==> config.mk <==
export PLATFORM = sky130hd
export DESIGN_NAME = orac_mem
export DESIGN_NICKNAME = d
export VERILOG_FILES = /design/src/hdl/orac_pkg.sv /design/src/hdl/orac_mem.sv
export SDC_FILE = /design/constraint.sdc
export NUM_CORES = 2
export LEC_CHECK = 0
export ABC_AREA = 0
export ABC_CLOCK_PERIOD_IN_PS = 6850
export BUFFER_PORTS_ARGS = -buffer_cell sky130_fd_sc_hd__clkbuf_2
export CAP_MARGIN = 20
export CELL_PAD_IN_SITES_DETAIL_PLACEMENT = 0
export CELL_PAD_IN_SITES_GLOBAL_PLACEMENT = 2
export CORE_UTILIZATION = 25
export DETAILED_ROUTE_END_ITERATION = 16
export PLACE_DENSITY_LB_ADDON = 0.1
export SKIP_LAST_GASP = 1
export SYNTH_ARGS = -nofsm -noshare
export SYNTH_HDL_FRONTEND = slang
export SYNTH_SLANG_ARGS = --single-unit
==> constraint.sdc <==
create_clock -name i_clk -period 6.85 [get_ports i_clk]
set_input_delay 1.0275 -clock i_clk [delete_from_list [all_inputs] [get_ports i_clk]]
set_output_delay 1.0275 -clock i_clk [all_outputs]
set_load 0.01 [all_outputs]
==> src/hdl/orac_pkg.sv <==
// ---------------------------------------------------------------------------
// orac_pkg: shared types and codes of the object range access classifier
// Command and result items, configuration image, object table entry,
// compare unit flags and sequencer states.
// ---------------------------------------------------------------------------
package orac_pkg;

    // Operation codes of an input item
    typedef enum logic [1:0] {
        OP_CLEAR    = 2'd0,
        OP_INSERT   = 2'd1,
        OP_CLASSIFY = 2'd2
    } t_op;

    // Status codes of a result item
    typedef enum logic [1:0] {
        STAT_OK       = 2'd0,
        STAT_INVALID  = 2'd1,
        STAT_CAPACITY = 2'd2,
        STAT_OVERFLOW = 2'd3
    } t_status;

    // Range classes of a classify result
    typedef enum logic [2:0] {
        CLS_WITHIN         = 3'd0,
        CLS_WITHIN_OTHER   = 3'd1,
        CLS_GAP            = 3'd2,
        CLS_STARTS_IN      = 3'd3,
        CLS_ENDS_IN        = 3'd4,
        CLS_SPANS          = 3'd5,
        CLS_OUTSIDE_REGION = 3'd6,
        CLS_CONST_OVERLAP  = 3'd7
    } t_access_class;

    // Configuration register indexes
    localparam logic [2:0] CFG_REGION_ZERO  = 3'd0;
    localparam logic [2:0] CFG_REGION_ONE   = 3'd1;
    localparam logic [2:0] CFG_REGION_TWO   = 3'd2;
    localparam logic [2:0] CFG_REGION_THREE = 3'd3;
    localparam logic [2:0] CFG_CONST_SELECT = 3'd4;

    // Region index reported when no region holds the access
    localparam logic [2:0] NO_REGION = 3'd4;

    typedef struct packed {
        t_op         op;
        logic [31:0] address;
        logic [31:0] size;
        logic        write_access;
        logic        intended_valid;
        logic [5:0]  intended_entry;
    } t_cmd;

    typedef struct packed {
        t_status       status;
        t_access_class access_class;
        logic [31:0]   last_address;
        logic [2:0]    region_index;
        logic          start_found;
        logic [5:0]    start_entry;
        logic          end_found;
        logic [5:0]    end_entry;
        logic          contain_found;
        logic [5:0]    contain_entry;
        logic [6:0]    object_count;
    } t_result;

    // Region bounds: bits 31..0 base, bits 63..32 exclusive limit
    typedef struct packed {
        logic [3:0][63:0] bounds;
        logic [1:0]       const_sel;
    } t_cfg;

    // One stored object: base and inclusive last byte
    typedef struct packed {
        logic [31:0] base;
        logic [31:0] last;
    } t_obj;

    // Object table write request
    typedef struct packed {
        logic en;
        t_obj data;
    } t_obj_wr;

    // Flags of the shared compare unit
    typedef struct packed {
        logic a_ge_lo;
        logic a_lt_hi;
        logic a_le_hi;
        logic e_ge_lo;
        logic e_lt_hi;
        logic e_le_hi;
    } t_cmp;

    typedef enum logic [2:0] {
        ST_IDLE,
        ST_CALC,
        ST_REGION,
        ST_CONST,
        ST_SCAN,
        ST_DONE
    } t_state;

endpackage

==> src/hdl/orac_mem.sv <==
// ---------------------------------------------------------------------------
// orac_mem: object table storage
// One write port and one read port with registered read data.
// ---------------------------------------------------------------------------
module orac_mem #(
    parameter int DEPTH = 64,
    parameter int IDX_W = 6
) (
    input  logic             i_clk,
    input  orac_pkg::t_obj_wr i_wr,
    input  logic [IDX_W-1:0] i_waddr,
    input  logic [IDX_W-1:0] i_raddr,
    output orac_pkg::t_obj   o_rdata
);
    import orac_pkg::*;

    t_obj r_mem [DEPTH];
    t_obj r_rdata;

    // Write one entry
    always_ff @(posedge i_clk) begin
        if (i_wr.en) begin
            r_mem[i_waddr] <= i_wr.data;
        end
    end

    // Read one entry; the read data is registered
    always_ff @(posedge i_clk) begin
        r_rdata <= r_mem[i_raddr];
    end

    assign o_rdata = r_rdata;

endmodule

Word level (Yosys, flattened, before mapping). Memories as Yosys holds them, arrays and structs flattened. A register that Yosys moved wholly into a read port is not among the register bits. Cells that the tools add are included. W data, S select, Z words.

Add/sub/neg operators: 0. Div/mod/pow operators: 0. Bitwise logic cells: 0. $mul: 0. Mux-type cells: 2. Shift-type cells: 0. Reductions and logical operators: 0. Equality and inequality tests: 0. Magnitude comparators: 0.

Operator list (number): $mux W1 (2).

Bits in latches: 0. Bits of input ports: 78. Memories: 1. Flip-flop bits (word level): 0. Memory bits (writable): 4096. Logic and storage cells: 3. ROM bits: 0.

Memory list: r_mem (depth 64, width 64, rd ports 1, clocked after Yosys merged registers in 1, write ports 1, line orac_mem.sv:17) `t_obj r_mem [DEPTH];`.

Logic depth before layout (Yosys ltp).
Depth in word-level cells: 2. Mapped depth: 9. Gate-level depth less buffers: 5.

Worst setup path before layout. OpenSTA, ideal clock, no wires.

Kind: input -> register. From: input port i_waddr[3]. To: memory r_mem[48][0] (netlist name) (enable). Arrival: 5.899 ns. Setup time: 0.564 ns. Data required time: 6.286 ns. Path slack: 0.387 ns. Cell stages on the path: 4. Buffers on the path: 1. Cell sequence: clkbuf_1 > nor2b_1 > nand4b_1 > nor3_1.

RTL lines: start: declaration (line orac_mem.sv:11) `input logic [IDX_W-1:0] i_waddr,`; end: declaration (line orac_mem.sv:17).

Straight into the memory's write port.

==> results.json <==
{
  "fin_tns_setup_ns": 0,
  "io_buffers": 141,
  "avgSynthCellArea_sq_um": 23.70,
  "clock_latency_ns": 1.08,
  "drt_first_pass_iters": 7,
  "required_ns": 7.73,
  "dieArea_sq_mm": 0.6286,
  "slew_violations": 0,
  "worstHoldPathType": "in2reg",
  "synth_area_sq_mm": 0.1563,
  "status": "complete, no violations",
  "yosys-top-cells-area": "edfxtp_1 79%, mux4_2 15%, mux2i_1 0.86%, dfxtp_1 0.82%, a22oi_1 0.81%",
  "tritoncts": "yes",
  "clock_path_buffers": 4,
  "ff2ff_path_depth": 4,
  "place.gp.congestion": 0.7033,
  "setup_viol": 0,
  "drc": 0,
  "fin_nets": 7242,
  "fin_ws_ns": 3.206,
  "h-tree-depth": 5,
  "vias_per_cell": 4.669,
  "ys.flop_type": "edfxtp_1",
  "rsz0062_at_grt": "no",
  "cts_buffers": 474,
  "grt_pass1_vias": 79350,
  "track_usage_pct": 17.20,
  "cp_cell_sequence": "buf_8, buf_12, buf_4, mux4_2, or3_1, a41oi_1, a211oi_1",
  "cts_sinks": 4160,
  "crit_type": "in2reg",
  "hold_buffers": 0,
  "startpoint": "i_raddr[1]",
  "syn_nets": 6676,
  "vdd_ir_drop_max_mv": 0.2096,
  "cp.arrival_ns": 4.53,
  "vias": 74270,
  "die_y_microns": 792.8,
  "rows": 290,
  "ys_ff_latch": 4160,
  "gr-total-overflow": 0,
  "max_stage_delay_ns": 0.76,
  "grt_max_degree": 104,
  "min_to": "r_mem[32][51]",
  "r2r_start": "r_mem[38][58]",
  "die_x_microns": 792.8,
  "skew_ns": 0.06824,
  "drive_above_1_share_pct": 29.74,
  "ys_seq_area_share_pct": 79.49,
  "routedWlPerCell_microns": 34.67,
  "netlist.area_leader.share_pct": 78.67,
  "relSlewSlack_pct": 24.46,
  "critPathSlowestCell": "a41oi_1",
  "worstHoldStart": "i_wr[51]",
  "r2r-end": "o_rdata[58]",
  "drt_iter0_markers": 6717,
  "synth_common_cells": "4096 x edfxtp_1, 1024 x mux4_2, 170 x buf_2",
  "pre_cts_slack_ns": 2.018,
  "drt_wl_total_mm": 551.4,
  "critical_path.top_delay_family": "buffers and inverters",
  "yosysMostFrequentCell": "edfxtp_1",
  "worst_setup_path_end_kind": "flop",
  "clkTransAtPathRegs_ns": 0.06,
  "top_level_ports": 142,
  "dp_hpwl_mm": 295.2,
  "cts_setup_buffers": 0,
  "yosysWarnings": 0,
  "async_reset_ff_share_pct": 0,
  "area_growth_pct": 18.39,
  "synth_cells": 6598,
  "synth_edf_count": 4096,
  "maxCapViolations": 0,
  "crit_buf_inv": 3,
  "power_leakage_nw": 56.57,
  "drtAntennaViolNets": 0,
  "post-route-period-util_pct": 53.20,
  "tightest_slew_ns": 1.133,
  "fin_crit_ns": 3.644,
  "whs_path_depth": 1,
  "synth_cell_types": 33,
  "grt_pass1_wl_mm": 735.5,
  "core_sq_mm": 0.6234,
  "clockRootBuffer": "clkbuf_16",
  "p_per_area_mw_per_mm2": 301.8,
  "cp_max_fo": 73,
  "reg2reg_slack_ns": 4.42,
  "antenna_found_initial": 47,
  "post-synth-top-area-cell": "edfxtp_1",
  "fmax_ghz": 0.2744,
  "cts_resized": 0,
  "finalHoldViolations": 0,
  "start_kind": "input port",
  "initial_core_util_pct": 25.08
}
metrics by stage:
step	hold slack, ns	area, sq um	total power [W]	std cells	util, %
final	0.2971	185100	0.05586	15910	29.69
after global routing	0.2354	185100	0.05763	15900	29.69
after CTS	0.5174	184700	0.05666	15880	29.63
after detailed placement	0.8472	169500	0.03161	14990	27.20
after global placement	0.8336	169400	0.03158	14980	27.17
after floorplan	0.7878	156300	0.03011	6598	-
worst max-delay path by stage:
stage | slack [ns] | end | cells past startpoint
final | 3.21 | o_rdata[58] | 7
after global routing | 3.19 | o_rdata[58] | 7
after CTS | 3.19 | o_rdata[58] | 7
after detailed placement | 2.02 | o_rdata[58] | 7
after global placement | 1.97 | o_rdata[58] | 7
after floorplan | 0.39 | r_mem[48][0] | 4
logic make-up (layout without fill, tap and decap cells):
logic type | Yosys count | in the layout | synth area share (%)
flops | 4160 | 4160 | 79.49
simple gates | 386 | 386 | 1.240
compound gates | 504 | 504 | 2.477
other cells | 0 | 7 | 0
buf+inv | 389 | 1367 | 1.180
mux | 1159 | 1159 | 15.61
state kept, by name (all words and copies together) (netlist names):
signal and flops:
r_mem 4096, o_rdata 64
placed cells by master, fill, tap and decap left out, types with 83 or more instances in the layout:
cell / count
clkbuf_16: 478
clkinv_1: 104
clkinv_2: 86
edfxtp_1: 4096
mux4_2: 1024
buf_4: 222
a22oi_1: 168
clkbuf_2: 138
o22ai_1: 83
a22o_1: 88
buf_12: 94
mux2i_1: 135
clkbuf_1: 128
worst register-to-register path: cells and delay by family, from the launching register on:
| kind | cells | cell delay [ns] |
|---|---|---|
| flops | 1 | 0.36 |
| mux | 1 | 0.52 |
| simple gates | 1 | 0.38 |
| compound gates | 2 | 0.99 |
per-layer routing:
layer	up-vias	routed length, microns	GRT usage (%)
met2	1834	274200	29.47
met4	2	9958	3.204
met3	599	22080	2.199
li1	29720	-	-
met5	-	13	0
met1	42110	245100	23.63
power breakdown:
group | switching, W | internal (W)
logic | 0.00170 | 0.000936
clock network | 0.0106 | 0.0143
registers | 0.000171 | 0.0282
total | 0.0125 | 0.0434
cell type report:
cell class	instances	area, sq um
clock buffers	625	12700
fillers	60540	438300
clock inverters	263	2440
multi-input cells	2049	30800
diodes	7	17.52
inverters	19	71.32
well taps	8322	10410
repair buffers	460	4379
flip-flops and latches	4160	124300
No activity file was read; power rests on OpenSTA's default activity.
