==> src/hdl/orac_pkg.sv <==
// ---------------------------------------------------------------------------
// orac_pkg: shared types and codes of the object range access classifier
// Command and result items, configuration image, object table entry,
// compare unit flags and sequencer states.
// ---------------------------------------------------------------------------
package orac_pkg;

    // Operation codes of an input item
    typedef enum logic [1:0] {
        OP_CLEAR    = 2'd0,
        OP_INSERT   = 2'd1,
        OP_CLASSIFY = 2'd2
    } t_op;

    // Status codes of a result item
    typedef enum logic [1:0] {
        STAT_OK       = 2'd0,
        STAT_INVALID  = 2'd1,
        STAT_CAPACITY = 2'd2,
        STAT_OVERFLOW = 2'd3
    } t_status;

    // Range classes of a classify result
    typedef enum logic [2:0] {
        CLS_WITHIN         = 3'd0,
        CLS_WITHIN_OTHER   = 3'd1,
        CLS_GAP            = 3'd2,
        CLS_STARTS_IN      = 3'd3,
        CLS_ENDS_IN        = 3'd4,
        CLS_SPANS          = 3'd5,
        CLS_OUTSIDE_REGION = 3'd6,
        CLS_CONST_OVERLAP  = 3'd7
    } t_access_class;

    // Configuration register indexes
    localparam logic [2:0] CFG_REGION_ZERO  = 3'd0;
    localparam logic [2:0] CFG_REGION_ONE   = 3'd1;
    localparam logic [2:0] CFG_REGION_TWO   = 3'd2;
    localparam logic [2:0] CFG_REGION_THREE = 3'd3;
    localparam logic [2:0] CFG_CONST_SELECT = 3'd4;

    // Region index reported when no region holds the access
    localparam logic [2:0] NO_REGION = 3'd4;

    typedef struct packed {
        t_op         op;
        logic [31:0] address;
        logic [31:0] size;
        logic        write_access;
        logic        intended_valid;
        logic [5:0]  intended_entry;
    } t_cmd;

    typedef struct packed {
        t_status       status;
        t_access_class access_class;
        logic [31:0]   last_address;
        logic [2:0]    region_index;
        logic          start_found;
        logic [5:0]    start_entry;
        logic          end_found;
        logic [5:0]    end_entry;
        logic          contain_found;
        logic [5:0]    contain_entry;
        logic [6:0]    object_count;
    } t_result;

    // Region bounds: bits 31..0 base, bits 63..32 exclusive limit
    typedef struct packed {
        logic [3:0][63:0] bounds;
        logic [1:0]       const_sel;
    } t_cfg;

    // One stored object: base and inclusive last byte
    typedef struct packed {
        logic [31:0] base;
        logic [31:0] last;
    } t_obj;

    // Object table write request
    typedef struct packed {
        logic en;
        t_obj data;
    } t_obj_wr;

    // Flags of the shared compare unit
    typedef struct packed {
        logic a_ge_lo;
        logic a_lt_hi;
        logic a_le_hi;
        logic e_ge_lo;
        logic e_lt_hi;
        logic e_le_hi;
    } t_cmp;

    typedef enum logic [2:0] {
        ST_IDLE,
        ST_CALC,
        ST_REGION,
        ST_CONST,
        ST_SCAN,
        ST_DONE
    } t_state;

endpackage

==> src/hdl/orac_cmp.sv <==
// ---------------------------------------------------------------------------
// orac_cmp: shared range compare unit
// Compares the access start and last byte against one low/high pair.
// ---------------------------------------------------------------------------
module orac_cmp (
    input  logic [31:0]   i_addr,
    input  logic [31:0]   i_end,
    input  logic [31:0]   i_lo,
    input  logic [31:0]   i_hi,
    output orac_pkg::t_cmp o_cmp
);
    import orac_pkg::*;

    logic a_lt_hi;
    logic e_lt_hi;

    assign a_lt_hi = (i_addr < i_hi);
    assign e_lt_hi = (i_end < i_hi);

    // Start and last byte against both bounds
    always_comb begin
        o_cmp.a_ge_lo = (i_addr >= i_lo);
        o_cmp.a_lt_hi = a_lt_hi;
        o_cmp.a_le_hi = a_lt_hi | (i_addr == i_hi);
        o_cmp.e_ge_lo = (i_end >= i_lo);
        o_cmp.e_lt_hi = e_lt_hi;
        o_cmp.e_le_hi = e_lt_hi | (i_end == i_hi);
    end

endmodule

==> src/hdl/orac_core.sv <==
// ---------------------------------------------------------------------------
// orac_core: sequencer of the classifier
// Computes the last byte, walks the regions and the object table through
// one shared compare unit, and builds the result item.
// ---------------------------------------------------------------------------
module orac_core #(
    parameter int MAX_OBJECTS  = 64,
    parameter int REGION_COUNT = 4,
    parameter int IDX_W        = 6,
    parameter int CNT_W        = 7
) (
    input  logic              i_clk,
    input  logic              i_rst_n,
    input  logic              i_start,
    input  orac_pkg::t_cmd    i_cmd,
    input  orac_pkg::t_cfg    i_cfg,
    output logic              o_busy,
    output orac_pkg::t_obj_wr o_mem_wr,
    output logic [IDX_W-1:0]  o_mem_waddr,
    output logic [IDX_W-1:0]  o_mem_raddr,
    input  orac_pkg::t_obj    i_mem_rdata,
    output logic              o_valid,
    output orac_pkg::t_result o_result
);
    import orac_pkg::*;

    localparam logic [1:0]       LAST_REGION = 2'(REGION_COUNT - 1);
    localparam logic [2:0]       REGIONS_USED = 3'(REGION_COUNT);
    localparam logic [CNT_W-1:0] FULL_COUNT   = CNT_W'(MAX_OBJECTS);

    t_state           r_state, n_state;
    t_cmd             r_cmd, n_cmd;
    logic [31:0]      r_end, n_end;
    logic [1:0]       r_ri, n_ri;
    logic [2:0]       r_region, n_region;
    logic             r_const, n_const;
    logic [CNT_W-1:0] r_ptr, n_ptr;
    logic             r_pend, n_pend;
    logic [IDX_W-1:0] r_pidx, n_pidx;
    logic             r_s_f, n_s_f;
    logic [IDX_W-1:0] r_s_i, n_s_i;
    logic             r_e_f, n_e_f;
    logic [IDX_W-1:0] r_e_i, n_e_i;
    logic             r_c_f, n_c_f;
    logic [IDX_W-1:0] r_c_i, n_c_i;
    logic [CNT_W-1:0] r_count, n_count;
    t_status          r_status, n_status;
    logic             r_valid, n_valid;
    t_result          r_result, n_result;

    logic [31:0] delta;
    logic [32:0] sum;
    logic        ovf;
    logic        size_zero;
    logic [1:0]  sel_idx;
    logic [31:0] cmp_lo;
    logic [31:0] cmp_hi;
    t_cmp        cmp;
    logic        region_hit;
    logic        const_active;
    logic        hit_start;
    logic        hit_end;
    logic        hit_cont;
    logic        report;
    logic        show_cont;

    // Last byte of the held item and its overflow
    assign delta     = r_cmd.size - 32'd1;
    assign sum       = {1'b0, r_cmd.address} + {1'b0, delta};
    assign ovf       = sum[32];
    assign size_zero = (r_cmd.size == 32'd0);

    // Pick the operands of the compare unit
    always_comb begin
        sel_idx = (r_state == ST_CONST) ? i_cfg.const_sel : r_ri;
        if (r_state == ST_SCAN) begin
            cmp_lo = i_mem_rdata.base;
            cmp_hi = i_mem_rdata.last;
        end else begin
            cmp_lo = i_cfg.bounds[sel_idx][31:0];
            cmp_hi = i_cfg.bounds[sel_idx][63:32];
        end
    end

    orac_cmp u_cmp (
        .i_addr (r_cmd.address),
        .i_end  (r_end),
        .i_lo   (cmp_lo),
        .i_hi   (cmp_hi),
        .o_cmp  (cmp)
    );

    assign region_hit   = cmp.a_ge_lo & cmp.e_lt_hi;
    assign const_active = r_cmd.write_access & ({1'b0, i_cfg.const_sel} < REGIONS_USED);
    assign hit_start    = cmp.a_ge_lo & cmp.a_le_hi;
    assign hit_end      = cmp.e_ge_lo & cmp.e_le_hi;
    assign hit_cont     = cmp.a_ge_lo & cmp.e_le_hi;
    assign report       = (r_cmd.op == OP_CLASSIFY) & (r_status == STAT_OK);
    assign show_cont    = report & (r_region != NO_REGION) & !r_const & r_c_f;

    // Next state
    always_comb begin
        n_state = r_state;
        case (r_state)
            ST_IDLE: begin
                if (i_start) n_state = ST_CALC;
            end
            ST_CALC: begin
                if (r_cmd.op == OP_CLASSIFY && !size_zero && !ovf) begin
                    n_state = ST_REGION;
                end else begin
                    n_state = ST_DONE;
                end
            end
            ST_REGION: begin
                if (region_hit) begin
                    n_state = ST_CONST;
                end else if (r_ri == LAST_REGION) begin
                    n_state = ST_SCAN;
                end
            end
            ST_CONST: n_state = ST_SCAN;
            ST_SCAN: begin
                if (r_ptr >= r_count && !r_pend) n_state = ST_DONE;
            end
            ST_DONE: n_state = ST_IDLE;
            default: n_state = ST_IDLE;
        endcase
    end

    // Datapath and result per state
    always_comb begin
        n_cmd    = r_cmd;
        n_end    = r_end;
        n_ri     = r_ri;
        n_region = r_region;
        n_const  = r_const;
        n_ptr    = r_ptr;
        n_pend   = r_pend;
        n_pidx   = r_pidx;
        n_s_f    = r_s_f;
        n_s_i    = r_s_i;
        n_e_f    = r_e_f;
        n_e_i    = r_e_i;
        n_c_f    = r_c_f;
        n_c_i    = r_c_i;
        n_count  = r_count;
        n_status = r_status;
        n_valid  = 1'b0;
        n_result = r_result;
        o_mem_wr.en   = 1'b0;
        o_mem_wr.data = '{base: r_cmd.address, last: sum[31:0]};

        case (r_state)
            ST_IDLE: begin
                if (i_start) n_cmd = i_cmd;
            end
            ST_CALC: begin
                // Clear per-item state, then run the op
                n_status = STAT_OK;
                n_end    = 32'd0;
                n_region = NO_REGION;
                n_const  = 1'b0;
                n_ri     = 2'd0;
                n_ptr    = '0;
                n_pend   = 1'b0;
                n_s_f    = 1'b0;
                n_e_f    = 1'b0;
                n_c_f    = 1'b0;
                case (r_cmd.op)
                    OP_CLEAR: n_count = '0;
                    OP_INSERT: begin
                        if (!size_zero) begin
                            if (r_count >= FULL_COUNT) begin
                                n_status = STAT_CAPACITY;
                            end else if (ovf) begin
                                n_status = STAT_OVERFLOW;
                            end else begin
                                o_mem_wr.en = 1'b1;
                                n_count     = r_count + CNT_W'(1);
                            end
                        end
                    end
                    OP_CLASSIFY: begin
                        if (size_zero) begin
                            n_status = STAT_INVALID;
                        end else if (ovf) begin
                            n_status = STAT_OVERFLOW;
                        end else begin
                            n_end = sum[31:0];
                        end
                    end
                    default: n_status = STAT_INVALID;
                endcase
            end
            ST_REGION: begin
                // Take the first region that holds the whole access
                if (region_hit) begin
                    n_region = {1'b0, r_ri};
                end else begin
                    n_ri = r_ri + 2'd1;
                end
            end
            ST_CONST: begin
                if (const_active && cmp.a_lt_hi && cmp.e_ge_lo) n_const = 1'b1;
            end
            ST_SCAN: begin
                // Issue the next table read
                if (r_ptr < r_count) begin
                    n_ptr  = r_ptr + CNT_W'(1);
                    n_pend = 1'b1;
                    n_pidx = r_ptr[IDX_W-1:0];
                end else begin
                    n_pend = 1'b0;
                end
                // Keep the first hit of each lookup
                if (r_pend) begin
                    if (!r_s_f && hit_start) begin
                        n_s_f = 1'b1;
                        n_s_i = r_pidx;
                    end
                    if (!r_e_f && hit_end) begin
                        n_e_f = 1'b1;
                        n_e_i = r_pidx;
                    end
                    if (!r_c_f && hit_cont) begin
                        n_c_f = 1'b1;
                        n_c_i = r_pidx;
                    end
                end
            end
            ST_DONE: begin
                n_valid = 1'b1;
                n_result.status        = r_status;
                n_result.last_address  = r_end;
                n_result.region_index  = r_region;
                n_result.start_found   = report & r_s_f;
                n_result.start_entry   = (report & r_s_f) ? 6'(r_s_i) : 6'd0;
                n_result.end_found     = report & r_e_f;
                n_result.end_entry     = (report & r_e_f) ? 6'(r_e_i) : 6'd0;
                n_result.contain_found = show_cont;
                n_result.contain_entry = show_cont ? 6'(r_c_i) : 6'd0;
                n_result.object_count  = 7'(r_count);
                // Grade the access
                if (!report) begin
                    n_result.access_class = CLS_WITHIN;
                end else if (r_region == NO_REGION) begin
                    n_result.access_class = CLS_OUTSIDE_REGION;
                end else if (r_const) begin
                    n_result.access_class = CLS_CONST_OVERLAP;
                end else if (r_c_f) begin
                    if (r_cmd.intended_valid &&
                        32'(r_c_i) != 32'(r_cmd.intended_entry)) begin
                        n_result.access_class = CLS_WITHIN_OTHER;
                    end else begin
                        n_result.access_class = CLS_WITHIN;
                    end
                end else if (r_s_f && r_e_f && r_s_i != r_e_i) begin
                    n_result.access_class = CLS_SPANS;
                end else if (r_s_f) begin
                    n_result.access_class = CLS_STARTS_IN;
                end else if (r_e_f) begin
                    n_result.access_class = CLS_ENDS_IN;
                end else begin
                    n_result.access_class = CLS_GAP;
                end
            end
            default: n_valid = 1'b0;
        endcase
    end

    // Control registers
    always_ff @(posedge i_clk) begin
        if (!i_rst_n) begin
            r_state <= ST_IDLE;
            r_count <= '0;
            r_valid <= 1'b0;
            r_pend  <= 1'b0;
        end else begin
            r_state <= n_state;
            r_count <= n_count;
            r_valid <= n_valid;
            r_pend  <= n_pend;
        end
    end

    // Payload registers
    always_ff @(posedge i_clk) begin
        r_cmd    <= n_cmd;
        r_end    <= n_end;
        r_ri     <= n_ri;
        r_region <= n_region;
        r_const  <= n_const;
        r_ptr    <= n_ptr;
        r_pidx   <= n_pidx;
        r_s_f    <= n_s_f;
        r_s_i    <= n_s_i;
        r_e_f    <= n_e_f;
        r_e_i    <= n_e_i;
        r_c_f    <= n_c_f;
        r_c_i    <= n_c_i;
        r_status <= n_status;
        r_result <= n_result;
    end

    assign o_busy      = (r_state != ST_IDLE);
    assign o_mem_waddr = r_count[IDX_W-1:0];
    assign o_mem_raddr = r_ptr[IDX_W-1:0];
    assign o_valid     = r_valid;
    assign o_result    = r_result;

endmodule

==> config.mk <==
export PLATFORM = sky130hd
export DESIGN_NAME = orac_core
export DESIGN_NICKNAME = d
export VERILOG_FILES = /design/src/hdl/orac_pkg.sv /design/src/hdl/orac_cmp.sv /design/src/hdl/orac_core.sv
export SDC_FILE = /design/constraint.sdc
export NUM_CORES = 1
export LEC_CHECK = 0
export BUFFER_PORTS_ARGS = -buffer_cell sky130_fd_sc_hd__buf_2
export CORE_AREA = 2 2 214 216
export CTS_BUF_LIST = sky130_fd_sc_hd__clkbuf_4
export CTS_CLUSTER_SIZE = 16
export DETAILED_ROUTE_END_ITERATION = 7
export DIE_AREA = 0 0 216 218
export MAX_ROUTING_LAYER = met4
export PLACE_DENSITY = 0.58
export SYNTH_ARGS = -nofsm -noshare
export SYNTH_HDL_FRONTEND = slang
export SYNTH_SLANG_ARGS = --single-unit
export TNS_END_PERCENT = 100
==> constraint.sdc <==
create_clock -name i_clk -period 11.1 [get_ports i_clk]
set_input_delay 1.11 -clock i_clk [delete_from_list [all_inputs] [get_ports i_clk]]
set_output_delay 1.11 -clock i_clk [all_outputs]
set_load 0.02 [all_outputs]
# Word level (Yosys, flattened, before mapping)

Cells that the tools add are included.

Register bits: 228
Bits in latches: 0
Memory bits (writable): 0
Bits in read-only memories: 0
Input port bits: 399
Logic and storage cells: 185
Memories: 0

Add/subtract/negate cells: 5
Multipliers: 0
Divide/modulo/power cells: 0
$lt $le $gt $ge: 8
Eq/ne operators: 28
Shift operators: 0
Mux-type cells: 52
Bitwise operators: 14
Reduce and logical (&&, ||, !) cells: 43

Operators by type and width:

| kind                                                                  | count |
|---|---|
| 64-bit binary-select mux with 2-bit select                            | 1 |
| 32-bit equality test                                                  | 2 |
| 32-bit >= comparator                                                  | 2 |
| 32-bit less-than comparator                                           | 2 |
| 32-bit two-way mux                                                    | 2 |
| 64-bit two-way mux                                                    | 1 |
| 3-bit two-way mux                                                     | 12 |
| 32-bit by 32-bit adder with 33-bit output                             | 1 |
| 32-bit logical NOT                                                    | 1 |
| 32-bit by 1-bit subtractor with 32-bit output (second input constant) | 1 |
| 7-bit two-way mux                                                     | 4 |
| 7-bit one-hot mux with 2 select lines                                 | 2 |
| 3-bit AND reduction                                                   | 7 |
| 1-bit two-way mux                                                     | 15 |
| 3-bit one-hot mux with 5 select lines                                 | 1 |
| 7-bit by 1-bit adder with 7-bit output (second input constant)        | 2 |
| 2-bit != test (second input constant)                                 | 7 |
| 2-bit two-way mux                                                     | 6 |
| 2-bit by 1-bit != test with 1-bit output (second input constant)      | 6 |
| 6-bit != test                                                         | 2 |
| 2-bit AND reduction                                                   | 6 |
| 1-bit logical AND                                                     | 11 |
| 1-bit AND                                                             | 10 |
| 1-bit one-hot mux with 2 select lines                                 | 5 |
| other kinds (24)                                                      | 41 |

# Depth between registers and ports, before layout

Depth after elaboration: 12
Depth in mapped cells: 20
Gate-level depth less buffers: 17

# Modules after synthesis

Synthesis repeated with hierarchy kept, for this count alone.

Cell total of the unflattened synthesis: 1514
Area, all modules: 16175.5 um^2

By module, submodules not included:

| module    | times used | cells each | area an instance (um^2) | sequential area each (um^2) |
|---|---|---|---|---|
| orac_core | 1          | 1134       | 13228.9                 | 6726.5 |
| orac_cmp  | 1          | 380        | 2946.6                  | 0.0 |

# Least setup slack after synthesis

No wires, ideal clock.

Path type: reg2out
From: register r_cmd[22] in the netlist's numbering
To: output port o_mem_wr[31] in the netlist's numbering
Arrival: 4.113 ns
Data required time: 9.990 ns
Slack: 5.877 ns
Stages on the path, launching flop included: 15
Buffers on the path: 1
Cell sequence: edfxtp_1 or4_4 or4b_4 or3_2 nor2b_1 xor2_1 ha_1 clkbuf_1 a21oi_1 o21bai_1 a21o_1 nor4_1 or4_1 nand2_1 xor2_1

RTL lines:

| element                  | RTL line         | RTL |
|---|---|---|
| start: declaration       | orac_core.sv:32  | `t_cmd r_cmd, n_cmd;` |
| start signal: assignment | orac_core.sv:289 | `r_cmd <= n_cmd;` |
| end: declaration         | orac_core.sv:18  | `output orac_pkg::t_obj_wr o_mem_wr,` |

==> results.py <==
metrics = {
    "run_status": {
        "status": "finished clean",
    },
    "setup_path": {
        "crit_slowest_cell": "a311oi_1",
        "required_ns": 9.99,
        "crit_chain": "nor4_1, nand3b_1, or2_2, nor2_1, nand2_1, nor3b_1, nor3b_1, xor2_1, ha_1, nand4_1, or3_2, a311oi_1, and4b_4, and2_4, buf_2",
        "r2r_slack_ns": 4.32,
        "timing.rr.end": "r_c_f",
        "path_class": "reg2out",
        "crit_top_cell": "nor3b_1",
        "cp_slowest_stage_delay_ns": 0.61,
        "r2r_cells": 16,
        "end_kind": "primary output",
        "cp.arrival_ns": 5.81,
        "crit_path_start_kind": "register",
        "cp_max_fo": 8,
        "regToRegStartpoint": "r_state[2]",
    },
    "floorplanning": {
        "dieArea_mm2": 0.0471,
        "rows": 78,
        "initial_utilization_pct": 35.0,
        "dieHeight_um": 218,
        "ioPinCount": 546,
        "die_x_um": 216,
        "core_mm2": 0.0449,
    },
    "routing": {
        "drt_iter0_markers": 871,
        "post_drt_wl_per_cell_um": 23.3,
        "top_layer": "met4",
        "m1WireLength_mm": 24.9,
        "drc": 0,
        "vias_per_cell": 5.33,
        "routed_wl_mm": 58.4,
        "wl_met2_mm": 27.5,
        "ant_nets": 0,
        "dr_total_vias": 13400,
        "drt_pass1_iterations": 5,
        "dr_wl_met3_mm": 4.33,
    },
    "min_path": {
        "min_to": "o_result[29]",
        "whs_path_depth": 0,
        "holdCritStartpoint": "r_region[1]",
        "hold_path.class": "reg2reg",
    },
    "sta": {
        "holdWs_ns": 0.468,
        "hold_viol_final": 0,
        "period_share_pct": 62.3,
        "rsz0062_at_grt": "no",
        "finClkSkew_ns": 0.0352,
        "setup_tns_ns": 0,
        "worst_slew_pin_slew_ns": 1.24,
        "fin_ws_ns": 4.18,
        "slew_headroom_pct": 16.6,
        "slew_violations": 0,
        "max_freq_ghz": 0.145,
        "period_minus_slack_ns": 6.92,
        "setup_viol": 0,
    },
    "clock_tree": {
        "cts_tree": "yes",
        "postCtsSetupBuffers": 0,
        "cts_buffer_depth": 3,
        "numCtsBuffers": 68,
        "clk_pin_slew_worst_paths_ns": 0.06,
        "cts.htree.levels": 3,
        "clock-root-buffer": "clkbuf_4",
        "clock_latency_ns": 0.78,
        "ctsResizeCount": 0,
        "cts_sinks": 228,
        "cts_hold_buf": 0,
    },
    "power_and_ir_drop": {
        "leakagePower_nw": 8.97,
        "p_clk_share_pct": 15.3,
        "finalPower_mw": 5.60,
        "peakVddDrop_mv": 0.145,
        "p_int_mw": 2.98,
        "power_switching_mw": 2.62,
        "pwr_density_cell_mw_per_mm2": 284,
        "swShare_pct": 46.8,
        "combPwrFrac_pct": 57.0,
        "seqPwrFrac_pct": 27.7,
    },
    "yosys": {
        "syn_inst": 1314,
        "synth_fp_nets": 1887,
        "synth-edff-count": 216,
        "syn_area_per_cell_um2": 12.0,
        "ys_seq_area_share_pct": 42.8,
        "ys_types": 71,
        "synth_ff_type": "edfxtp_1",
        "synthArstFlopShare_pct": 0,
        "yosys_warnings": 0,
        "synth-seq-cells": 228,
        "netlist_area_mm2": 0.0157,
    },
    "placement": {
        "portBuffers": 545,
        "dpl.hpwl_mm": 48.3,
        "routabilityCongestion": 0.910,
        "dp_slack_ns": 4.17,
    },
    "global_route": {
        "grt_usage_pct": 25.1,
        "grt-ovfl-total": 0,
        "grt_pass1_wl_mm": 83.9,
        "grt_pass1_vias": 13600,
        "grt_max_degree": 57,
        "antenna_found_initial": 7,
    },
    "cells_and_area": {
        "final_cell_mix": "545 x buf_2, 216 x edfxtp_1, 173 x ha_1",
        "final_common_cell": "buf_2",
        "layout-drive-gt1-share_pct": 39.7,
        "final.fill_count": 4267,
        "seq_area_mm2": 0.00673,
        "multiInputGateArea_mm2": 0.00840,
        "nNetsFinal": 2427,
        "syn2layout_area_growth_pct": 25.5,
    },
    "job": {
        "max_cap_viol_count": 0,
    },
}
-- flip-flops by register name, summed over array words and instances, names as in the netlist, 2 cells and up --
register	flops
o_mem_wr	32
o_result	68
r_c_i	6
r_cmd	41
r_count	7
r_e_i	6
r_end	32
r_pidx	6
r_ptr	7
r_region	3
r_ri	2
r_s_i	6
r_state	3
r_status	2
-- power by group through the flow --
stage,registers [mW],clock network [mW],logic [mW]
floorplan,1.48,0,2.13
global placement,1.56,0,3.16
detailed placement,1.56,0,3.19
CTS,1.54,0.888,3.21
global route,1.57,0.935,3.51
finish,1.55,0.858,3.20
-- through the flow --
step	cells	area, um^2	utilization (%)
finish	2507	19700	44.0
global route	2506	19700	43.9
CTS	2499	19700	43.9
detailed placement	2384	18800	41.9
global placement	2384	18800	41.9
floorplan	1314	15700	-
-- cells by family after synthesis --
| logic type | synth area share, % |
|---|---|
| buffers and inverters | 4.09 |
| muxes | 13.3 |
| adders and majority gates | 13.9 |
| and+or+nand+nor | 11.6 |
| DFF | 42.8 |
| AOI/OAI and AO/OA | 10.3 |
| xor gates and xnor gates | 4.07 |
-- cell usage after synthesis (5+ instances only) --
| master | count | area share [%] |
|---|---|---|
| buf_4 | 44 | 2.1 |
| o31a_1 | 5 | 0.28 |
| nor3_1 | 24 | 0.76 |
| nor2_1 | 63 | 1.5 |
| o21ai_0 | 40 | 1.3 |
| xor2_1 | 38 | 2.1 |
| dfxtp_1 | 12 | 1.5 |
| o31ai_1 | 10 | 0.48 |
| a31oi_1 | 5 | 0.20 |
| a211oi_1 | 10 | 0.48 |
| nand4_1 | 30 | 1.2 |
| mux2i_1 | 65 | 4.1 |
| o211ai_1 | 11 | 0.53 |
| ha_1 | 173 | 14 |
| edfxtp_1 | 216 | 41 |
| nor4_1 | 14 | 0.56 |
| o21bai_1 | 8 | 0.38 |
| or2_2 | 7 | 0.28 |
| buf_2 | 7 | 0.22 |
| nand2_1 | 58 | 1.4 |
| and3_1 | 18 | 0.72 |
| nand2b_1 | 8 | 0.32 |
| nand3_1 | 29 | 0.92 |
| and2_1 | 44 | 1.8 |
| mux4_2 | 64 | 9.2 |
| a21oi_1 | 79 | 2.5 |
| or3_2 | 5 | 0.24 |
| o21a_1 | 13 | 0.62 |
| inv_1 | 38 | 0.91 |
| xnor2_1 | 35 | 1.9 |
| nor2b_1 | 17 | 0.68 |
| a21o_1 | 29 | 1.4 |
| clkbuf_1 | 30 | 0.72 |
-- worst max-delay path, delay by kind of cell (launching register included) --
family | cells | cell delay [ns]
AO/OA/AOI/OAI | 1 | 0.61
XOR/XNOR | 1 | 0.13
adder cells (fa/ha/maj) | 1 | 0.40
buffers and inverters | 1 | 0.16
AND/OR/NAND/NOR | 11 | 3.25
flip-flops | 1 | 0.46
-- worst max path at each step --
stage / startpoint / to / slack (ns) / depth (start not counted)
2_1_floorplan: r_cmd[22] / o_mem_wr[31] / 5.88 / 14
3_3_place_gp: i_cfg[0] / r_c_f / 4.34 / 15
3_5_place_dp: i_cfg[0] / r_c_f / 4.17 / 15
4_1_cts: r_cmd[13] / o_mem_wr[64] / 4.04 / 15
5_1_grt: r_state[2] / r_c_f / 3.59 / 16
6_report: r_cmd[13] / o_mem_wr[64] / 4.18 / 15
-- layout make-up --
type                       count  share of cell area [%]
antenna                        8                   0.101
timing repair buffer         554                    14.2
inverter                      38                   0.723
clock inverter                16                   0.761
multi-input combinational    964                    42.6
clock buffer                  99                    3.77
tap                          600                    3.80
sequential                   228                    34.1
-- per-layer routing --
layer  up-vias  global-route usage [%]
met5         -                       -
met4         0                    9.98
met3        89                    5.79
met2       620                    39.3
met1      6448                    31.5
li1       6194                       -
(Power assumes the default switching activity.)
